<file path="config.mk">
export PLATFORM = sky130hd
export DESIGN_NAME = rotated_byte_constant_splitter
export DESIGN_NICKNAME = d
export VERILOG_FILES = /design/src/rtl/rbcs_pkg.sv /design/src/rtl/rbcs_ctrl.sv /design/src/rtl/rbcs_datapath.sv /design/src/rtl/rotated_byte_constant_splitter.sv
export SDC_FILE = /design/constraint.sdc
export NUM_CORES = 1
export LEC_CHECK = 0
export BUFFER_PORTS_ARGS = -buffer_cell sky130_fd_sc_hd__buf_2
export CAP_MARGIN = 15
export CORE_AREA = 5 5 240 149
export DETAILED_ROUTE_END_ITERATION = 6
export DIE_AREA = 0 0 245 154
export SYNTH_ARGS = -nofsm -noshare
export SYNTH_HDL_FRONTEND = slang
export SYNTH_SLANG_ARGS = --single-unit
</file>
<file path="constraint.sdc">
create_clock -name clk -period 10.7 [get_ports clk]
set_input_delay 1.605 -clock clk [delete_from_list [all_inputs] [get_ports clk]]
set_output_delay 1.605 -clock clk [all_outputs]
set_load 0.005 [all_outputs]
</file>
<file path="src/rtl/rbcs_pkg.sv">
// Shared types and helper functions for the rotated byte constant splitter.
package rbcs_pkg;

    localparam int unsigned WordWidth  = 32;
    localparam int unsigned PosWidth   = 6;
    localparam int unsigned PairCount  = WordWidth / 2;
    localparam int unsigned CountWidth = 3;

    typedef logic [WordWidth-1:0]  word_t;
    typedef logic [PosWidth-1:0]   pos_t;
    typedef logic [CountWidth-1:0] count_t;

    localparam count_t CountOne   = 3'd1;
    localparam count_t CountTwo   = 3'd2;
    localparam count_t CountThree = 3'd3;
    localparam count_t CountFour  = 3'd4;

    typedef enum logic [1:0] {
        ST_IDLE,
        ST_FIRST,
        ST_SECOND,
        ST_FINISH
    } state_t;

    typedef struct packed {
        logic load;
        logic step1;
        logic step2;
        logic advance;
    } cmd_t;

    typedef struct packed {
        logic hit1;
        logic skip1;
        logic hit2;
        logic last_k;
    } status_t;

    typedef struct packed {
        logic found;
        pos_t pos;
    } search_t;

    function automatic word_t rot_byte(input pos_t amount);
        logic [2*WordWidth-1:0] wide;
        begin
            wide = {{WordWidth{1'b0}}, word_t'(8'hFF)} << amount[4:0];
            return wide[WordWidth-1:0] | wide[2*WordWidth-1:WordWidth];
        end
    endfunction

    function automatic search_t first_pair(input word_t v, input pos_t from, input pos_t hi);
        search_t res;
        pos_t    p;
        begin
            res = '0;
            for (int i = PairCount - 1; i >= 0; i--)
            begin
                p = pos_t'(2 * i);
                if (p >= from && p < hi && v[2*i +: 2] != 2'b00)
                begin
                    res.found = 1'b1;
                    res.pos   = p;
                end
            end
            return res;
        end
    endfunction

    function automatic pos_t low_pair(input word_t v);
        pos_t lo;
        begin
            lo = pos_t'(WordWidth - 2);
            for (int i = PairCount - 1; i >= 0; i--)
            begin
                if (v[2*i +: 2] != 2'b00)
                    lo = pos_t'(2 * i);
            end
            return lo;
        end
    endfunction

    function automatic pos_t high_bound(input word_t v);
        pos_t hi;
        begin
            hi = pos_t'(2);
            for (int i = 0; i < PairCount; i++)
            begin
                if (v[2*i +: 2] != 2'b00)
                    hi = pos_t'(2 * i + 2);
            end
            return hi;
        end
    endfunction

endpackage

</file>
<file path="src/rtl/rbcs_ctrl.sv">
// Controller state machine stepping the candidate rotations.
module rbcs_ctrl (
    input  logic             clk,
    input  logic             rst_n,
    input  logic             start,
    input  rbcs_pkg::status_t status,
    output rbcs_pkg::cmd_t   cmd,
    output logic             busy,
    output logic             done
);

    rbcs_pkg::state_t state_reg;
    rbcs_pkg::state_t state_next;

    always_ff @(posedge clk or negedge rst_n)
    begin
        if (!rst_n)
            state_reg <= rbcs_pkg::ST_IDLE;
        else
            state_reg <= state_next;
    end

    always_comb
    begin
        state_next = state_reg;
        unique case (state_reg)
            rbcs_pkg::ST_IDLE:
            begin
                if (start)
                    state_next = rbcs_pkg::ST_FIRST;
            end
            rbcs_pkg::ST_FIRST:
            begin
                if (status.hit1)
                    state_next = rbcs_pkg::ST_FINISH;
                else if (status.skip1)
                    state_next = status.last_k ? rbcs_pkg::ST_FINISH : rbcs_pkg::ST_FIRST;
                else
                    state_next = rbcs_pkg::ST_SECOND;
            end
            rbcs_pkg::ST_SECOND:
            begin
                if (status.hit2 || status.last_k)
                    state_next = rbcs_pkg::ST_FINISH;
                else
                    state_next = rbcs_pkg::ST_FIRST;
            end
            rbcs_pkg::ST_FINISH:
            begin
                state_next = rbcs_pkg::ST_IDLE;
            end
            default:
            begin
                state_next = rbcs_pkg::ST_IDLE;
            end
        endcase
    end

    always_comb
    begin
        cmd  = '0;
        busy = 1'b1;
        done = 1'b0;
        unique case (state_reg)
            rbcs_pkg::ST_IDLE:
            begin
                busy     = 1'b0;
                cmd.load = start;
            end
            rbcs_pkg::ST_FIRST:
            begin
                cmd.step1   = 1'b1;
                cmd.advance = !status.hit1 && status.skip1;
            end
            rbcs_pkg::ST_SECOND:
            begin
                cmd.step2   = 1'b1;
                cmd.advance = !status.hit2;
            end
            rbcs_pkg::ST_FINISH:
            begin
                done = 1'b1;
            end
            default:
            begin
                busy = 1'b1;
            end
        endcase
    end

endmodule

</file>
<file path="src/rtl/rbcs_datapath.sv">
// Datapath: candidate masks, greedy pair search and result registers.
module rbcs_datapath (
    input  logic                 clk,
    input  rbcs_pkg::word_t      constant_value,
    input  rbcs_pkg::cmd_t       cmd,
    output rbcs_pkg::status_t    status,
    output rbcs_pkg::count_t     piece_count,
    output rbcs_pkg::word_t      piece_zero,
    output rbcs_pkg::word_t      piece_one,
    output rbcs_pkg::word_t      piece_two,
    output rbcs_pkg::word_t      piece_three
);

    rbcs_pkg::word_t  c_reg;
    rbcs_pkg::pos_t   lo_reg;
    rbcs_pkg::pos_t   hi_reg;
    logic [1:0]       k_reg;
    logic             have3_reg;
    logic             have_any_reg;
    rbcs_pkg::word_t  p0c_reg;
    rbcs_pkg::word_t  r0_reg;
    rbcs_pkg::pos_t   s1_reg;
    rbcs_pkg::count_t count_reg;
    rbcs_pkg::word_t  p0_reg;
    rbcs_pkg::word_t  p1_reg;
    rbcs_pkg::word_t  p2_reg;
    rbcs_pkg::word_t  p3_reg;

    rbcs_pkg::pos_t    s0;
    rbcs_pkg::word_t   m0;
    rbcs_pkg::word_t   r0;
    rbcs_pkg::search_t srch1;
    rbcs_pkg::word_t   m1;
    rbcs_pkg::word_t   r1;
    rbcs_pkg::search_t srch2;
    rbcs_pkg::word_t   m2;
    rbcs_pkg::word_t   r2;

    always_comb
    begin
        s0    = lo_reg + {3'b000, k_reg, 1'b0};
        m0    = rbcs_pkg::rot_byte(s0);
        r0    = c_reg & ~m0;
        srch1 = rbcs_pkg::first_pair(r0, s0 + rbcs_pkg::pos_t'(8), hi_reg);
        m1    = rbcs_pkg::rot_byte(s1_reg);
        r1    = r0_reg & ~m1;
        srch2 = rbcs_pkg::first_pair(r1, s1_reg + rbcs_pkg::pos_t'(8), hi_reg);
        m2    = rbcs_pkg::rot_byte(srch2.pos);
        r2    = r1 & ~m2;
    end

    assign status.hit1   = (c_reg == '0) || (r0 == '0);
    assign status.skip1  = !srch1.found;
    assign status.hit2   = (r1 == '0);
    assign status.last_k = (k_reg == 2'd3);

    always_ff @(posedge clk)
    begin
        if (cmd.load)
        begin
            c_reg        <= constant_value;
            lo_reg       <= rbcs_pkg::low_pair(constant_value);
            hi_reg       <= rbcs_pkg::high_bound(constant_value);
            k_reg        <= 2'd0;
            have3_reg    <= 1'b0;
            have_any_reg <= 1'b0;
            count_reg    <= rbcs_pkg::CountFour;
            p0_reg       <= '0;
            p1_reg       <= '0;
            p2_reg       <= '0;
            p3_reg       <= '0;
        end
        else
        begin
            if (cmd.advance)
                k_reg <= k_reg + 2'd1;
            if (cmd.step1)
            begin
                if (c_reg == '0)
                begin
                    count_reg <= rbcs_pkg::CountOne;
                end
                else if (r0 == '0)
                begin
                    p0_reg    <= c_reg & m0;
                    p1_reg    <= '0;
                    p2_reg    <= '0;
                    p3_reg    <= '0;
                    count_reg <= rbcs_pkg::CountOne;
                end
                else
                begin
                    p0c_reg <= c_reg & m0;
                    r0_reg  <= r0;
                    s1_reg  <= srch1.pos;
                end
            end
            if (cmd.step2)
            begin
                if (r1 == '0)
                begin
                    p0_reg    <= p0c_reg;
                    p1_reg    <= r0_reg & m1;
                    p2_reg    <= '0;
                    p3_reg    <= '0;
                    count_reg <= rbcs_pkg::CountTwo;
                end
                else if (srch2.found)
                begin
                    if (r2 == '0 && !have3_reg)
                    begin
                        p0_reg       <= p0c_reg;
                        p1_reg       <= r0_reg & m1;
                        p2_reg       <= r1 & m2;
                        p3_reg       <= '0;
                        count_reg    <= rbcs_pkg::CountThree;
                        have3_reg    <= 1'b1;
                        have_any_reg <= 1'b1;
                    end
                    else if (!have_any_reg)
                    begin
                        p0_reg       <= p0c_reg;
                        p1_reg       <= r0_reg & m1;
                        p2_reg       <= r1 & m2;
                        p3_reg       <= r2;
                        count_reg    <= rbcs_pkg::CountFour;
                        have_any_reg <= 1'b1;
                    end
                end
            end
        end
    end

    assign piece_count = count_reg;
    assign piece_zero  = p0_reg;
    assign piece_one   = p1_reg;
    assign piece_two   = p2_reg;
    assign piece_three = p3_reg;

endmodule

</file>
<file path="src/rtl/rotated_byte_constant_splitter.sv">
// Top level of the rotated byte constant splitter.
//
// A request is taken at a rising edge with start high and busy low; the
// constant rides on constant_value. The block splits it into the fewest
// pieces, each an 8-bit field rotated by an even amount, that OR back to
// the constant, and reports piece_count and piece_zero..piece_three.
// Unused pieces read as zero.
// busy is high from the edge at which a request is taken until the result
// has been shown. The result appears for exactly one cycle with done high
// and is taken at the edge that ends that cycle; the receiver cannot stall.
// The controller tries up to four starting rotations, each in ST_FIRST
// (first greedy piece) and, if needed, ST_SECOND (second and third).
// No new request is taken while busy; the next one is taken in the cycle
// after done at the earliest.
// Reset (rst_n low, asynchronous) returns the controller to idle; any item
// in progress is dropped and no result is shown for it.
module rotated_byte_constant_splitter (
    input  logic                   clk,
    input  logic                   rst_n,
    input  logic                   start,
    output logic                   busy,
    input  rbcs_pkg::word_t        constant_value,
    output logic                   done,
    output rbcs_pkg::count_t       piece_count,
    output rbcs_pkg::word_t        piece_zero,
    output rbcs_pkg::word_t        piece_one,
    output rbcs_pkg::word_t        piece_two,
    output rbcs_pkg::word_t        piece_three
);

    rbcs_pkg::cmd_t    cmd;
    rbcs_pkg::status_t status;

    rbcs_ctrl u_ctrl (
        .clk    (clk),
        .rst_n  (rst_n),
        .start  (start),
        .status (status),
        .cmd    (cmd),
        .busy   (busy),
        .done   (done)
    );

    rbcs_datapath u_datapath (
        .clk            (clk),
        .constant_value (constant_value),
        .cmd            (cmd),
        .status         (status),
        .piece_count    (piece_count),
        .piece_zero     (piece_zero),
        .piece_one      (piece_one),
        .piece_two      (piece_two),
        .piece_three    (piece_three)
    );

endmodule
</file>
## After elaboration in Yosys (flattened, before gate mapping)

Cells that the tools add are included.

- Register bits: 251
- Latch bits: 0
- RAM bits: 0
- ROM bits: 0
- Bits of input ports: 35
- Output and inout port bits: 133
- Word-level logic and storage cells: 349
- Memories: 0

- Add/sub/neg operators: 4
- $mul: 0
- Divide/modulo/power cells: 0
- Magnitude comparators: 48
- Equality and inequality tests: 5
- Shifts and indexed selects: 3
- Muxes and demuxes: 112
- Bitwise logic cells: 16
- Reduce and logical (&&, ||, !) cells: 137

Operators with widths:

| kind | count |
|---|---|
| $mux 32 | 32 |
| $mux 7 | 32 |
| $and 32x32->32 | 6 |
| $shl 8x5->64 const A | 3 |
| $logic_not 32->1 | 4 |
| $ge 5x6->1 const A | 16 |
| $not 32->32 | 3 |
| $or 32x32->32 | 3 |
| $reduce_bool 2->1 | 48 |
| $logic_and 1x1->1 | 66 |
| $ge 4x6->1 const A | 8 |
| $lt 5x6->1 const A | 8 |
| $mux 4 | 12 |
| $mux 3 | 14 |
| $mux 5 | 8 |
| $reduce_or 14->1 | 2 |
| $ge 3x6->1 const A | 4 |
| $lt 4x6->1 const A | 4 |
| $reduce_or 8->1 | 2 |
| $reduce_or 15->1 | 1 |
| $mux 2 | 7 |
| $add 6x4->6 const B | 2 |
| $ge 1x6->1 const A | 2 |
| $ge 2x6->1 const A | 2 |
| 19 further kinds | 36 |

## Longest topological paths before layout

- Depth in word-level cells: 32
- Mapped depth: 24
- Depth with buffers taken out: 18

## Hierarchy

A second synthesis with hierarchy kept.

- Cells, all modules: 1322
- Area total of the unflattened synthesis: 12941.2 µm²

By module, submodules not included:

| module | instances | cells an instance | area each (µm²) | seq. area each (µm²) |
|---|---|---|---|---|
| rbcs_datapath | 1 | 1299 | 12737.2 | 5975.7 |
| rbcs_ctrl | 1 | 23 | 203.9 | 50.0 |

## Worst setup path after synthesis

No wires, ideal clock.

- Path type: register to register
- Start point: register u_datapath.lo_reg[1]
- End point: register u_datapath.k_reg[1]
- Library setup time: 0.189 ns
- Arrival time: 6.479 ns
- Required time: 10.511 ns
- Slack: 4.031 ns
- Cell stages (with the launch flop): 15
- Path buffers: 0
- Clock period less this slack: 6.669 ns
- Cells stage by stage: edfxtp_1 -> ha_1 -> fa_1 -> xor2_1 -> inv_1 -> ha_1 -> mux2i_1 -> nand2_1 -> o2111ai_1 -> nor3_1 -> nor2b_1 -> a22o_1 -> nand2_1 -> mux2i_1 -> nor2_1

- Word-level cells in the longest chain between the ends: 26
- Elaborated cells between the ends (all ways): 92
- Those cells by class: add/sub: 2; order compare: 16; shift: 1; mux: 17; bitwise: 3; reduce/logical: 53

RTL lines:

| item | line | RTL |
|---|---|---|
| start: declaration | rbcs_datapath.sv:15 | `rbcs_pkg::pos_t lo_reg;` |
| start signal: assignment | rbcs_datapath.sv:62 | `lo_reg <= rbcs_pkg::low_pair(constant_value);` |
| $add 6x3->6 * | rbcs_datapath.sv:41 | `s0 = lo_reg + {3'b000, k_reg, 1'b0};` |
| branches (longest 23 deep; another with $add 6x4->6) | -- |  |
| $logic_and 1x1->1 * | rbcs_ctrl.sv:73 | `cmd.advance = !status.hit1 && status.skip1;` |
| $pmux 1 s2 * | rbcs_ctrl.sv:64 | `unique case (state_reg)` |
| end signal: assignment | rbcs_datapath.sv:76 | `k_reg <= k_reg + 2'd1;` |
| end: declaration | rbcs_datapath.sv:17 | `logic [1:0] k_reg;` |

Every way passes the cells marked *.
A chain may end at the register's enable or synchronous reset.

## Worst setup path after layout

- Start point: register u_datapath.s1_reg[4]
- End point: register u_datapath.p2_reg[21] (netlist: u_datapath.piece_two[21])

- Word-level cells in the longest chain between the ends: 32
- Elaborated cells between the ends (all ways): 98
- Those cells by class: add/sub: 1; order compare: 16; shift: 2; mux: 21; bitwise: 7; reduce/logical: 51

RTL lines:

| item | line | RTL |
|---|---|---|
| start: declaration | rbcs_datapath.sv:22 | `rbcs_pkg::pos_t s1_reg;` |
| start signal: assignment | rbcs_datapath.sv:95 | `s1_reg <= srch1.pos;` |
| branches (longest 30 deep; another with $add 6x4->6) | -- |  |
| $mux 32 * | rbcs_datapath.sv:100 | `if (r1 == '0)` |
| $mux 32 * | rbcs_datapath.sv:98 | `if (cmd.step2)` |
| end signal: assignment | rbcs_datapath.sv:114 | `p2_reg <= r1 & m2;` |
| end signal: assignment | rbcs_datapath.sv:124 | `p2_reg <= r1 & m2;` |
| end: declaration | rbcs_datapath.sv:26 | `rbcs_pkg::word_t p2_reg;` |

Marks and branches as above.

==> metrics <==
outcome=finished clean; vias in the first global route=10.4k; overflow left after global routing=0; synthesized area divided by synthesized cell count=10.1 um^2; effective utilization at floorplan=39.4%; maximum fanout count along the critical path=28; leakage=0.00658 uW; total non-filler cell area in the finished layout=15000 um^2; Worst Setup End Kind=flop; Critical Path Max Stage Delay=980 ps; PostCTS Resize Cnt=0; Max clock buf depth=3; unrepaired setup endpoints after global routing=no; fill cell count=3142; power density relative to cell area=392 nW/um^2; critical register-to-register path startpoint=u_datapath.s1_reg[4]; cell area after technology mapping=13100 um^2; final setup fails=0; post-detailed-routing wire length=45.9 mm; pin count of the biggest net entering global routing=89; vertical die dimension=154 um; total number of vias=11.0k; clock transition at the register clock pins on the worst setup and hold paths after CTS=70 ps; WP data required=11190 ps; cell type group with the largest total delay on the critical path=compound AO/OA/AOI/OAI gates; buffers and inverters on the worst path=1; footprint of the multi-input gates=6560 um^2; number of antenna violations at the first check in global routing=0; ant diodes=0; critical path launch point=u_datapath.s1_reg[4]; Final TNS setup=0 ps; TritonRoute pass-1 iters=5; EDFF count, synth=109; most frequent standard cell in the layout excluding fill and tap cells=buf_2; CTS sink count=246; count of pins over their slew limit=0; number of buffers inserted to repair setup after CTS=0; upper clock frequency limit=154 MHz; maximum vdd drop=0.000333 V; final clock skew=13.6 ps; CORE AREA=33200 um^2; share of final-layout standard cells stronger than drive strength 1=20.9%; final-stage net count=1501; Gate power share=55.6%; CTS root buf=clkbuf_16; logic depth of the worst setup path including buffers=16; wire length per cell after detailed routing=24.4 um; residual antenna-violating net count after detailed routing=0; Yosys top cell by area=edfxtp_1; flip-flop and latch count after synthesis=246; cells taking the most area after synthesis=edfxtp_1, dfxtp_1, mux2i_1; Detail Placement HPWL=35.3 mm; routability-driven placement congestion ratio=0.989; sequential-to-total area share from yosys stat=46.0%; vias per inst=5.83; leading cell types in the layout, fill and taps excluded=buf_2, nand2_1, dfxtp_1, edfxtp_1, nor2_1; final critical path time including I/O delays and setup=6490 ps; area enclosed by the die boundary=37700 um^2; count of hold buffers inserted by post-cts repair=0; startpoint type of the worst setup path=flop; chain of cells forming the critical path=inv_1 -> ha_1 -> nor2_1 -> o221ai_1 -> a32o_1 -> nand4b_1 -> a32oi_1 -> nand2_1 -> ha_1 -> o211ai_1 -> a2bb2o_4 -> a2111oi_4 -> o2111ai_2 -> nor2_2 -> o211a_1 -> a32o_1; worst reg-to-reg path cell count=16; arrival time at the worst endpoint=6980 ps; number of distinct library cells after synthesis=99; worst slew margin relative to its limit=16.4%; fraction of registers with async set/reset=0.813%; pre-CTS WS=4440 ps; worst-skew pair later-pin latency=560 ps; library cell contributing the largest single delay on the critical path=edfxtp_1; number of H-tree levels=1; first-pass GRT wire length=67.8 mm; post-detailed-route DRC marker count=0; Critical R2R Capture=u_datapath.piece_two[21]; Iter 0 DRT Violations=1289; post-route fraction of the period consumed by the critical path=60.6%; total of buffers placed on input and output ports=167; width of the die=245 um; Switching Fraction=48.0%; overall track demand over capacity in global routing=23.4%; syn_nets=1364; Synth-to-Final Area Change=14.6%; part of the total power dissipated in sequential elements=28.9%; top-level port count=168; part of the total power dissipated in the clock network=15.5%; capturing element of the worst setup path=u_datapath.piece_two[21]; final hold violations=0; hold crit path type=reg -> reg; count of yosys warnings during synthesis=0; top-area cell type share of the netlist area=25.0%; Internal=3050 uW; clock tree from TritonCTS=built; Syn Inst Count=1294; P_sw=2820 uW; register area=6030 um^2; predominant post-synthesis flop cell=dfxtp_1; Num CTS Buffers=24; max-capacitance violation count=0; setup slack after layout=4210 ps; register-to-register setup slack=4210 ps; total power after layout=5880 uW; Worst-Margin Slew=1250 ps; number of rows created at floorplan=52; type of the worst setup path=reg -> reg; instance area after placement=14100 um^2
[metal layers]
metal	track usage (%)	up-vias	part of all wire, %
li1	-	5064	-
met1	36.5	5379	49
met2	30.8	475	38
met3	8.52	48	11
met4	3.60	2	1.5
met5	2.81	-	0.30
[synthesized netlist by cell type (all sizes together) (6+ instances only)]
cell type and number:
nor3 17, a21o 11, nor4 20, nand4 13
inv 28, a21boi 8, nand2 143, edfxtp 109
and3 12, a31oi 8, nor2b 45, a22o 14
clkbuf 34, o21a 6, nand2b 11, o31ai 6
dfxtp 135, buf 33, nor2 103, a211oi 12
mux2i 87, or3 8, mux2 34, or2 11
a32o 43, ha 34, o211ai 10, nand3 82
and2 51, a21oi 32, o21ai 33
[metrics by stage]
stage / util, % / hold WS [ps] / cells
global placement: 42.6 / 431 / 1836
finish: 45.2 / 454 / 1881
floorplan: - / 451 / 1294
global route: 45.2 / 465 / 1881
CTS: 45.2 / 457 / 1880
detailed placement: 42.6 / 434 / 1836
[cell families (layout without fill, tap and decap cells)]
| kind of cell | Yosys count | in the layout | share of synthesized area (%) |
|---|---|---|---|
| buf+inv | 96 | 251 | 4.04 |
| compound gates | 242 | 242 | 14.7 |
| flops | 246 | 246 | 46.0 |
| mux | 121 | 121 | 9.61 |
| simple gates | 546 | 546 | 21.7 |
| xor+xnor | 8 | 8 | 0.535 |
| fa+ha+maj | 35 | 35 | 3.40 |
[power groups by stage]
stage | combinational (uW) | clock (uW) | sequential [uW]
after floorplan | 2180 | 0 | 1600
after global placement | 3150 | 0 | 1700
after detailed placement | 3150 | 0 | 1700
after CTS | 3170 | 929 | 1690
after global routing | 3490 | 969 | 1730
final | 3260 | 913 | 1700
[worst reg2reg max path, stage by stage, from the launching register on]
cell and delay [ps]:
edfxtp_1 980, inv_1 300, ha_1 500, nor2_1 300, o221ai_1 230, a32o_1 350, nand4b_1 190, a32oi_1 380
nand2_1 190, ha_1 470, o211ai_1 150, a2bb2o_4 260, a2111oi_4 320, o2111ai_2 300, nor2_2 400, o211a_1 820
a32o_1 300
[worst min-delay path by stage]
stage / from / endpoint / slack [ps] / cells past startpoint
2_1_floorplan: u_datapath.piece_three[18] / u_datapath.piece_three[18] / 450 / 1
3_3_place_gp: u_datapath.piece_three[19] / u_datapath.piece_three[19] / 430 / 1
3_5_place_dp: u_datapath.piece_three[2] / u_datapath.piece_three[2] / 430 / 1
4_1_cts: u_datapath.piece_three[19] / u_datapath.piece_three[19] / 460 / 1
5_1_grt: u_datapath.piece_three[19] / u_datapath.piece_three[19] / 460 / 1
6_report: u_datapath.piece_three[19] / u_datapath.piece_three[19] / 450 / 1
[area by class of cell]
cell class | instances | share of cell area (%)
Sequential cell | 246 | 40.2
Multi-Input combinational cell | 952 | 43.7
Inverter | 29 | 0.725
Tap cell | 432 | 3.60
Clock inverter | 12 | 0.850
Timing Repair Buffer | 178 | 6.17
Clock buffer | 32 | 4.76
(Power assumes the default switching activity.)
